--- src/hdl/pga_sqrt_pipe.sv ---
// Pipelined integer square root, one root bit per stage, with a sideband.
// Generic; no package dependencies.
`default_nettype none

module pga_sqrt_pipe #(
    parameter int RW = 32,
    parameter int SW = 1
) (
    input  logic            aclk,
    input  logic            aresetn,
    input  logic            en,
    input  logic            in_valid,
    input  logic [2*RW-1:0] rad_in,
    input  logic [SW-1:0]   side_in,
    output logic            out_valid,
    output logic [RW-1:0]   root,
    output logic [SW-1:0]   side_out
);

    logic            vld_reg  [RW];
    logic [RW:0]     rem_reg  [RW];
    logic [RW-1:0]   root_reg [RW];
    logic [2*RW-1:0] rad_reg  [RW];
    logic [SW-1:0]   side_reg [RW];

    for (genvar k = 0; k < RW; k++) begin : g_stage
        logic            vld_k;
        logic [RW:0]     rem_k;
        logic [RW-1:0]   root_k;
        logic [2*RW-1:0] rad_k;
        logic [SW-1:0]   side_k;
        logic [RW+2:0]   acc;
        logic [RW+2:0]   trial;
        logic            ge;
        logic [RW:0]     rem_next;
        logic [RW-1:0]   root_next;
        logic [2*RW-1:0] rad_next;

        if (k == 0) begin : g_first
            assign vld_k  = in_valid;
            assign rem_k  = '0;
            assign root_k = '0;
            assign rad_k  = rad_in;
            assign side_k = side_in;
        end else begin : g_rest
            assign vld_k  = vld_reg[k-1];
            assign rem_k  = rem_reg[k-1];
            assign root_k = root_reg[k-1];
            assign rad_k  = rad_reg[k-1];
            assign side_k = side_reg[k-1];
        end

        // bring down two radicand bits, try (4*root + 1)
        assign acc       = {rem_k, rad_k[2*RW-1 -: 2]};
        assign trial     = {1'b0, root_k, 2'b01};
        assign ge        = acc >= trial;
        assign rem_next  = ge ? (RW+1)'(acc - trial) : acc[RW:0];
        assign root_next = {root_k[RW-2:0], ge};
        assign rad_next  = {rad_k[2*RW-3:0], 2'b00};

        always_ff @(posedge aclk) begin
            if (!aresetn) begin
                vld_reg[k] <= 1'b0;
            end else if (en) begin
                vld_reg[k] <= vld_k;
            end
        end

        always_ff @(posedge aclk) begin
            if (en) begin
                rem_reg[k]  <= rem_next;
                root_reg[k] <= root_next;
                rad_reg[k]  <= rad_next;
                side_reg[k] <= side_k;
            end
        end
    end

    assign out_valid = vld_reg[RW-1];
    assign root      = root_reg[RW-1];
    assign side_out  = side_reg[RW-1];

endmodule

`default_nettype wire

--- config.mk ---
export PLATFORM = sky130hd
export DESIGN_NAME = pga_sqrt_pipe
export DESIGN_NICKNAME = d
export VERILOG_FILES = /design/src/hdl/pga_sqrt_pipe.sv
export SDC_FILE = /design/constraint.sdc
export NUM_CORES = 2
export LEC_CHECK = 0
export BUFFER_PORTS_ARGS = -buffer_cell sky130_fd_sc_hd__buf_2
export CAP_MARGIN = 20
export CORE_MARGIN = 2
export CORE_UTILIZATION = 45
export CTS_BUF_LIST = sky130_fd_sc_hd__clkbuf_8
export CTS_CLUSTER_DIAMETER = 40
export DETAILED_ROUTE_END_ITERATION = 10
export PLACE_DENSITY = 0.69
export SLEW_MARGIN = 20
export SYNTH_ARGS = -nofsm -noshare
export SYNTH_HDL_FRONTEND = slang
export SYNTH_MEMORY_MAX_BITS = 65536
export SYNTH_SLANG_ARGS = --single-unit
--- constraint.sdc ---
create_clock -name aclk -period 9.65 [get_ports aclk]
set_input_delay 1.93 -clock aclk [delete_from_list [all_inputs] [get_ports aclk]]
set_output_delay 1.93 -clock aclk [all_outputs]
set_load 0.01 [all_outputs]
==> metrics <==
Chip Width=518 um; GRT Total Usage=17.5%; worst path cell trace=ha_1 -> o21a_1 -> o2111ai_1 -> o21ai_0 -> a41oi_1 -> o21ai_1 -> a31oi_1 -> o21ai_1 -> nor2_2 -> inv_2 -> mux2_2; CORE AREA=0.263 mm^2; post-CTS resize count=0; clk buf depth=4; Synth Net Count=9808; largest cells by area after synthesis=edfxtp_1 65%, ha_1 5.9%, xnor2_1 3.0%, xor2_1 2.7%, inv_1 2.2%; Layout area overhead=11.6%; FF+latch count, synth=2559; TritonCTS clock tree=built; Final Instance Area=0.133 mm^2; Met2 Routed Length=121 mm; CTS Root Cell=clkbuf_8; first drt pass iteration count=8; total wire length=242 mm; max-cap violations=0; CTS buffer count=441; Routed Antenna Nets=0; post-synthesis sequential area ratio=64.7%; outcome=completed; Fmax=222 MHz; met3 WL=11.8 mm; FILL cells=22460; CP dominant cell by count=o21ai_1; Max transition margin=22.9%; later-pin clock latency in the skew report=1.07 ns; nets=10200; site row count=188; WP data arrival=5.30 ns; share of layout cells above drive strength 1=9.25%; vias in the first global route=71526; largest net degree at the start of global routing=195; Post-synth ARST share=0%; total negative slack=0 ns; crit start category=flip-flop; max-slew violations=0; crit path from=rem_reg[1][363]; Top Metal Used=met5; H-tree levels=5; CTS clk-pin slew, worst paths=0.06 ns; multi-input combinational cell area=0.0386 mm^2; DIE AREA=0.268 mm^2; Final Power=31100 uW; Slew @ Worst Pin=1.14 ns; Slowest-stage cell, CP=o21ai_1; initial antenna violation count=4; library cells used by synthesis=88; Reg2Reg Launch Point=rem_reg[1][363]; cells after synthesis=9178; # clock sinks=2559; Crit Path Max Fanout=27; first-pass GRT wire length=383 mm; HP Class=reg -> reg; hold buffer count at CTS=0; routability cong.=0.907; HP Start=rad_reg[0][593]; mapped cell area=0.119 mm^2; kind of critical path=reg -> reg; Clock Skew=0.100 ns; Main synth FF type=edfxtp_1; Final setup viols=0; Pleak=0.0508 uW; chip height=518 um; CP peak stage delay=0.78 ns; Req. time, crit path=10.44 ns; Synth top area share=64.7%; Critical Path Sink Type=flip-flop; Detailed Route Iter0 Violations=5511; DR vias=72255; Boundary Pins=103; Sequential cell area=0.0768 mm^2; Worst IR Drop VDD=0.000147 V; Final period util=46.8%; Final Hold Fails=0; placed cell area=0.124 mm^2; Final min period=4.51 ns; Post-CTS Setup Inserts=0; DR WL/cell=18.0 um; most area-hungry cell type in the Yosys netlist=edfxtp_1; total congestion overflow=0; input/output buffers=102; Util after Layout=50.5%; post-DP HPWL=171 mm; Initial Utilization=45.2%; RSZ-0062 raised after global routing=no; Avg Cell Area, Syn=12.9 um^2; mean number of vias per cell=5.37; pwr/cell area=235 mW/mm^2; DRC=0; EDFF count, synth=2558; M1 WL=102 mm; warning count from the yosys run=0; max reg flops=992; WHS=0.339 ns
-- worst max-delay path: cells and delay by family, from the launching register on --
family | cells | cell delay [ns]
adder cells (fa/ha/maj) | 1 | 0.37
AO/OA/AOI/OAI | 7 | 2.30
multiplexers | 1 | 0.41
flip-flops | 1 | 0.40
AND/OR/NAND/NOR | 1 | 0.23
buffers and inverters | 1 | 0.52
-- path summary, 6_finish.rpt --
path,end,slack [ns],cells after the start
setup / recovery,rem_reg[1][405],5.14,11
hold / removal,rad_reg[0][657],0.34,0
setup reg to reg,rem_reg[1][405],5.14,11
hold reg to reg,rad_reg[0][657],0.34,0
-- power by group --
part | leakage (uW) | switching (uW) | internal [uW] | total [uW]
sequential | 0.0247 | 955 | 14000 | 15000
clock | 0.00492 | 4470 | 5400 | 9870
combinational | 0.0213 | 3720 | 2570 | 6290
total | 0.0508 | 9140 | 22000 | 31100
-- logic make-up (layout without fill, tap and decap cells) --
kind of cell / count (synthesis) / in the layout / synth area share, %
AOI/OAI and AO/OA: 1859 / 1859 / 9.80
xor gates and xnor gates: 781 / 781 / 5.76
adders and majority gates: 561 / 561 / 5.91
buffers and inverters: 905 / 1671 / 2.87
DFF: 2559 / 2559 / 64.7
muxes: 81 / 81 / 0.746
other: 1 / 4 / 0.00316
and+or+nand+nor: 2431 / 2431 / 10.2
-- Yosys cell counts (all sizes together) (26+ instances only) --
library cell,number
or2,54
nand2,636
a2111oi,27
mux2,60
xor2,368
o31ai,63
or3,83
inv,703
or4,81
nor4,111
nor2b,77
o21a,93
nand2b,118
a21oi,508
nor2,552
nor3,234
and2,40
o21bai,48
nand3,150
nand3b,33
nand4,92
a31oi,60
buf,28
a21boi,26
clkbuf,173
xnor2,413
and3,89
o21ai,521
o211ai,36
a21o,246
ha,561
edfxtp,2558
a211oi,44
-- placed cells by master, fill, tap and decap left out, types with 30 or more instances in the layout --
cell / n
nand4_1: 92
a21oi_1: 505
or3_1: 83
nand2_1: 636
nand3b_1: 33
xnor2_1: 413
inv_1: 806
clkinvlp_4: 30
buf_4: 35
o31ai_1: 63
o21a_1: 93
nor2b_1: 75
clkinv_1: 101
clkbuf_8: 449
mux2_2: 60
edfxtp_1: 2558
buf_2: 101
nor4_1: 110
a21o_1: 246
or4_1: 81
o21ai_0: 514
ha_1: 561
and3_1: 89
o211ai_1: 36
and2_1: 40
nor3_1: 232
or2_2: 50
a31oi_1: 60
a211oi_1: 43
nand2b_1: 118
clkinv_2: 57
o21bai_1: 48
nor2_1: 550
nand3_1: 149
bufinv_16: 37
xor2_1: 368
-- final cells by class --
class                      count  share of cell area, %
timing repair buffer         150                  0.791
multi-input combinational   5714                   29.1
antenna                        3                0.00566
clock buffer                 449                   4.66
tap                         3515                   3.32
inverter                     704                   1.99
sequential                  2559                   58.0
clock inverter               368                   2.15
-- stage by stage --
step / worst slack (ns) / instances
after global placement: 5.15 / 12642
final: 5.14 / 13462
after detailed placement: 5.09 / 12642
after CTS: 5.21 / 13459
after floorplan: 6.17 / 9178
after global routing: 4.79 / 13462
-- per-layer routing --
metal	vias to the layer above	GRT usage, %
met5	-	0
met4	2	6.11
met3	500	2.71
met2	1972	30.5
met1	34759	22.1
li1	35022	-
No activity file was read; power rests on OpenSTA's default activity.
