[src/hdl/pga_div_pipe.sv]
// Pipelined restoring divider, one quotient bit per stage, with a sideband.
// Generic; no package dependencies.
`default_nettype none

module pga_div_pipe #(
    parameter int DW = 32,
    parameter int QW = 32,
    parameter int SW = 1
) (
    input  logic          aclk,
    input  logic          aresetn,
    input  logic          en,
    input  logic          in_valid,
    input  logic [DW-1:0] rem_in,
    input  logic [QW-1:0] num_in,
    input  logic [DW-1:0] den_in,
    input  logic [SW-1:0] side_in,
    output logic          out_valid,
    output logic [QW-1:0] quot,
    output logic [SW-1:0] side_out
);

    logic          vld_reg  [QW];
    logic [DW-1:0] rem_reg  [QW];
    logic [QW-1:0] wrd_reg  [QW];
    logic [DW-1:0] den_reg  [QW];
    logic [SW-1:0] side_reg [QW];

    for (genvar k = 0; k < QW; k++) begin : g_stage
        logic          vld_k;
        logic [DW-1:0] rem_k;
        logic [DW-1:0] den_k;
        logic [QW-1:0] wrd_k;
        logic [SW-1:0] side_k;
        logic [DW:0]   trial;
        logic          ge;
        logic [DW-1:0] rem_next;
        logic [QW-1:0] wrd_next;

        if (k == 0) begin : g_first
            assign vld_k  = in_valid;
            assign rem_k  = rem_in;
            assign den_k  = den_in;
            assign wrd_k  = num_in;
            assign side_k = side_in;
        end else begin : g_rest
            assign vld_k  = vld_reg[k-1];
            assign rem_k  = rem_reg[k-1];
            assign den_k  = den_reg[k-1];
            assign wrd_k  = wrd_reg[k-1];
            assign side_k = side_reg[k-1];
        end

        // numerator bits leave at the top of the word, quotient bits enter at the bottom
        assign trial    = {rem_k, wrd_k[QW-1]};
        assign ge       = trial >= {1'b0, den_k};
        assign rem_next = ge ? DW'(trial - {1'b0, den_k}) : trial[DW-1:0];
        assign wrd_next = {wrd_k[QW-2:0], ge};

        always_ff @(posedge aclk) begin
            if (!aresetn) begin
                vld_reg[k] <= 1'b0;
            end else if (en) begin
                vld_reg[k] <= vld_k;
            end
        end

        always_ff @(posedge aclk) begin
            if (en) begin
                rem_reg[k]  <= rem_next;
                wrd_reg[k]  <= wrd_next;
                den_reg[k]  <= den_k;
                side_reg[k] <= side_k;
            end
        end
    end

    assign out_valid = vld_reg[QW-1];
    assign quot      = wrd_reg[QW-1];
    assign side_out  = side_reg[QW-1];

endmodule

`default_nettype wire

[config.mk]
export PLATFORM = sky130hd
export DESIGN_NAME = pga_div_pipe
export DESIGN_NICKNAME = d
export VERILOG_FILES = /design/src/hdl/pga_div_pipe.sv
export SDC_FILE = /design/constraint.sdc
export NUM_CORES = 2
export LEC_CHECK = 0
export BUFFER_PORTS_ARGS = -buffer_cell sky130_fd_sc_hd__buf_2
export CAP_MARGIN = 25
export CORE_AREA = 2 2 579 581
export DETAILED_ROUTE_END_ITERATION = 6
export DIE_AREA = 0 0 581 583
export GPL_TIMING_DRIVEN = 0
export HOLD_SLACK_MARGIN = 0.15
export PLACE_DENSITY = 0.62
export RECOVER_POWER = 50
export SYNTH_ARGS = -nofsm -noshare
export SYNTH_HDL_FRONTEND = slang
export SYNTH_SLANG_ARGS = --single-unit
[constraint.sdc]
create_clock -name aclk -period 5.1 [get_ports aclk]
set_clock_uncertainty 0.15 [all_clocks]
set_input_delay 0.255 -clock aclk [delete_from_list [all_inputs] [get_ports aclk]]
set_output_delay 0.255 -clock aclk [all_outputs]
set_load 0.03 [all_outputs]
==> results.yml <==
worst_setup_path:
  reg2reg_depth: 15
  path_max_fanout: 10
  cp-end-kind: "flop"
  criticalPathCategory: "flop to flop"
  cp-start-kind: "flop"
  critical_path_required_ps: 5580
  r2r_start: "wrd_reg[24][31]"
  rr_endpoint: "rem_reg[1][311]"
  arrival_ps: 5400
  r2r_slack_ps: 190
cells_and_area:
  largest_reg_flops: 1024
  fill_cells: 28300
  syn2layout_area_growth_pct: 13.0
  multi_input_area_sq_um: 57400
  seqCellArea_sq_um: 92200
  fin_nets: 14700
  drive_above_1_share_pct: 7.38
  stdcell_area_sq_um: 176000
synthesis:
  ys_seq_area_share_pct: 59.3
  syn-num-nets: 14000
  synth_ff_type: "edfxtp_1"
  yosysWarnings: 0
  synth_seq_cells: 3072
  syn_inst: 12800
  synth.distinct_cells: 94
  syn_area_sq_um: 156000
  synth_edf_count: 3071
  async_flop_share_pct: 0
  avgSynthCellArea_sq_um: 12.1
clock_network:
  postCtsSetupBuffers: 0
  clkSinkCount: 3072
  cts_tree: "built"
  htreeDepth: 5
  cts_root_buf: "clkbuf_16"
  clock_path_buffers: 4
  cts_buffers: 338
  insertion_delay_ps: 940
  clk_pin_slew_ps: 60
worst_hold_path:
  hold_path_class: "input port to flop"
  hold_path_end: "side_reg[0]"
  hold_start: "en"
  hold-path-cell-count: 2
timing:
  fmax_mhz: 204
  fin_crit_sh_pct: 96.3
  layout_min_cycle_time_ps: 4910
  tightest_slew_ps: 3990
  fin_ws_ps: 187
  hold_viol_final: 0
  maxSlewHeadroom_pct: -166
  fin_hold_ws_ps: 229
  drv_slew: 372
  setup_viol: 0
drt:
  drtIter0Drc: 8388
  dr.pass1.iters: 7
  wirelength_microns: 374000
  vias: 101000
  viasPerCell: 5.52
  final_antenna_net_count: 0
  drc: 5
  wl_per_cell_microns: 20.5
global_routing:
  grt_pass1_vias: 99400
  antenna_found_initial: 7
  grt_usage_pct: 21.6
  grt_pass1_wl_microns: 574000
  grt_max_degree: 193
  grt_overflow: 0
die:
  pin_count: 135
  die_area_sq_um: 339000
  initial_utilization_pct: 46.8
  rows: 212
  core_area_sq_um: 332000
  dieWidth_microns: 581
  chipHeight_microns: 583
placed_design:
  port-buffer-count: 134
  placed_area_sq_um: 162000
  dp_slack_ps: -294
  place.gp.congestion: 0.957
  place_hpwl_microns: 277000
pwr:
  ir_drop_mv: 0.284
  p_per_area_nw_per_um2: 641
  power_leakage_nw: 70.5
outcome:
  status: "complete, but fails checks"
  violations: "DRC, capacitance limit, slew limit"
job:
  max_cap_viol_count: 2
## cell type report
class	instances	share of cell area [%]
multi-input cells	8203	32.7
clock inverters	202	1.37
inverters	1273	2.72
repair buffers	397	2.00
clock buffers	408	4.99
well taps	4387	3.12
plain buffers	292	0.691
diodes	3	0.00427
flip-flops and latches	3072	52.4
## Yosys cell counts, drive strengths merged, types with 26 or more instances
cell type	number	area [sq um]
a21o	550	4130
a31o	26	228
nor3	113	566
inv	1273	4780
mux2i	27	270
nor2b	155	970
xor2	359	3140
and2	41	257
nor2	583	2190
ha	1024	12800
o211ai	44	330
or3	40	250
nand2b	140	876
nand3	172	861
o21ai	934	4680
o31ai	60	455
mux2	290	3270
buf	60	332
edfxtp	3071	92200
clkbuf	232	873
a221oi	26	228
fa	31	621
o21bai	106	796
xnor2	502	4400
a211oi	71	566
a21boi	46	345
and3	121	757
a21oi	975	4900
nand2	1006	3780
o21a	115	863
nor4	41	257
a31oi	108	682
nand4	156	976
or2	38	238
## how the worst max path moves through the flow
stage | cells past startpoint | from | slack (ps) | endpoint
4_1_cts | 14 | rem_reg[0][161] | 50 | rem_reg[0][222]
2_1_floorplan | 13 | den_reg[0][449] | 1400 | rem_reg[0][485]
3_3_place_gp | 1 | en | -43960 | wrd_reg[30][12]
5_1_grt | 14 | den_reg[1][33] | -30 | rem_reg[1][78]
6_report | 15 | wrd_reg[24][31] | 190 | rem_reg[1][311]
3_5_place_dp | 7 | en | -290 | wrd_reg[18][28]
## where the power goes
part	total, mW	internal (mW)	switching (mW)
registers	40.1	36.4	3.76
clock network	24.6	14.4	10.3
logic	48.0	19.8	28.2
## layout by cell type (no fill, tap or decap), types with 36 or more instances in the layout
| master | synthesis | layout |
|---|---|---|
| o31ai_1 | 59 | 59 |
| mux2_2 | 286 | 286 |
| inv_1 | 1273 | 1273 |
| clkinv_1 | 0 | 57 |
| xnor2_1 | 502 | 502 |
| o21bai_1 | 106 | 106 |
| clkinv_2 | 0 | 55 |
| nor3_1 | 113 | 113 |
| clkbuf_16 | 0 | 342 |
| a211oi_1 | 66 | 64 |
| a31oi_1 | 107 | 107 |
| or3_1 | 40 | 40 |
| o211ai_1 | 44 | 44 |
| nand4_1 | 156 | 156 |
| dlygate4sd3_1 | 0 | 240 |
| a21o_1 | 550 | 550 |
| clkbuf_1 | 230 | 355 |
| and2_1 | 41 | 41 |
| a21boi_0 | 41 | 41 |
| nand2_1 | 1006 | 1006 |
| xor2_1 | 359 | 359 |
| nand3_1 | 172 | 172 |
| o21ai_0 | 904 | 904 |
| nor2b_1 | 155 | 155 |
| or2_2 | 36 | 36 |
| ha_1 | 1024 | 1024 |
| a21oi_1 | 969 | 969 |
| edfxtp_1 | 3071 | 3071 |
| buf_2 | 43 | 111 |
| nor4_1 | 41 | 41 |
| bufinv_16 | 0 | 39 |
| nand2b_1 | 140 | 140 |
| and3_1 | 121 | 121 |
| nor2_1 | 583 | 583 |
| o21a_1 | 115 | 115 |
## cells by family (layout without fill, tap and decap cells)
group | Yosys count | count (layout) | synth area share [%]
adder cells (fa/ha/maj) | 1055 | 1055 | 8.63
other | 0 | 3 | 0
multiplexers | 317 | 317 | 2.28
flip-flops | 3072 | 3072 | 59.3
buffers and inverters | 1565 | 2572 | 3.84
AO/OA/AOI/OAI | 3290 | 3290 | 13.1
AND/OR/NAND/NOR | 2680 | 2680 | 8.09
XOR/XNOR | 861 | 861 | 4.85
## metrics by stage
stage / util [%] / setup TNS, ps / std cells / power, mW
after detailed placement: 48.8 / -44250 / 17400 / 87.9
after global routing: 52.9 / -47.8 / 18200 / 120
after CTS: 52.9 / 0 / 18200 / 113
after floorplan: - / 0 / 12800 / 73.6
final: 52.9 / 0 / 18200 / 113
after global placement: 48.7 / - / 17400 / 89.5
## critical path, cell delays in order (launching register included)
cell      delay [ps]
edfxtp_1         530
inv_1             80
ha_1             230
nor2b_1          130
o21a_1           150
o21ai_0          110
a31o_2           300
o21ai_0          270
a21oi_1          110
o31ai_1          340
a21oi_1          130
o21ai_1          340
buf_4            290
clkbuf_1         560
buf_1            640
a21oi_1          220
## per-layer routing
layer	up-vias	track usage [%]	share of wire, %
met3	626	2.56	4.7
met2	2453	36.4	48
met1	49000	29.1	44
li1	48600	-	-
met5	-	0	0.0035
met4	2	6.74	3.1
## repair_timing
action                                 4_1_cts  5_1_grt
cloned                                       0        1
gates resized for setup                      1       19
setup endpoints to repair                    3      196
endpoints found under the hold margin      373        0
hold buffers                               240        0
(Power assumes the default switching activity.)
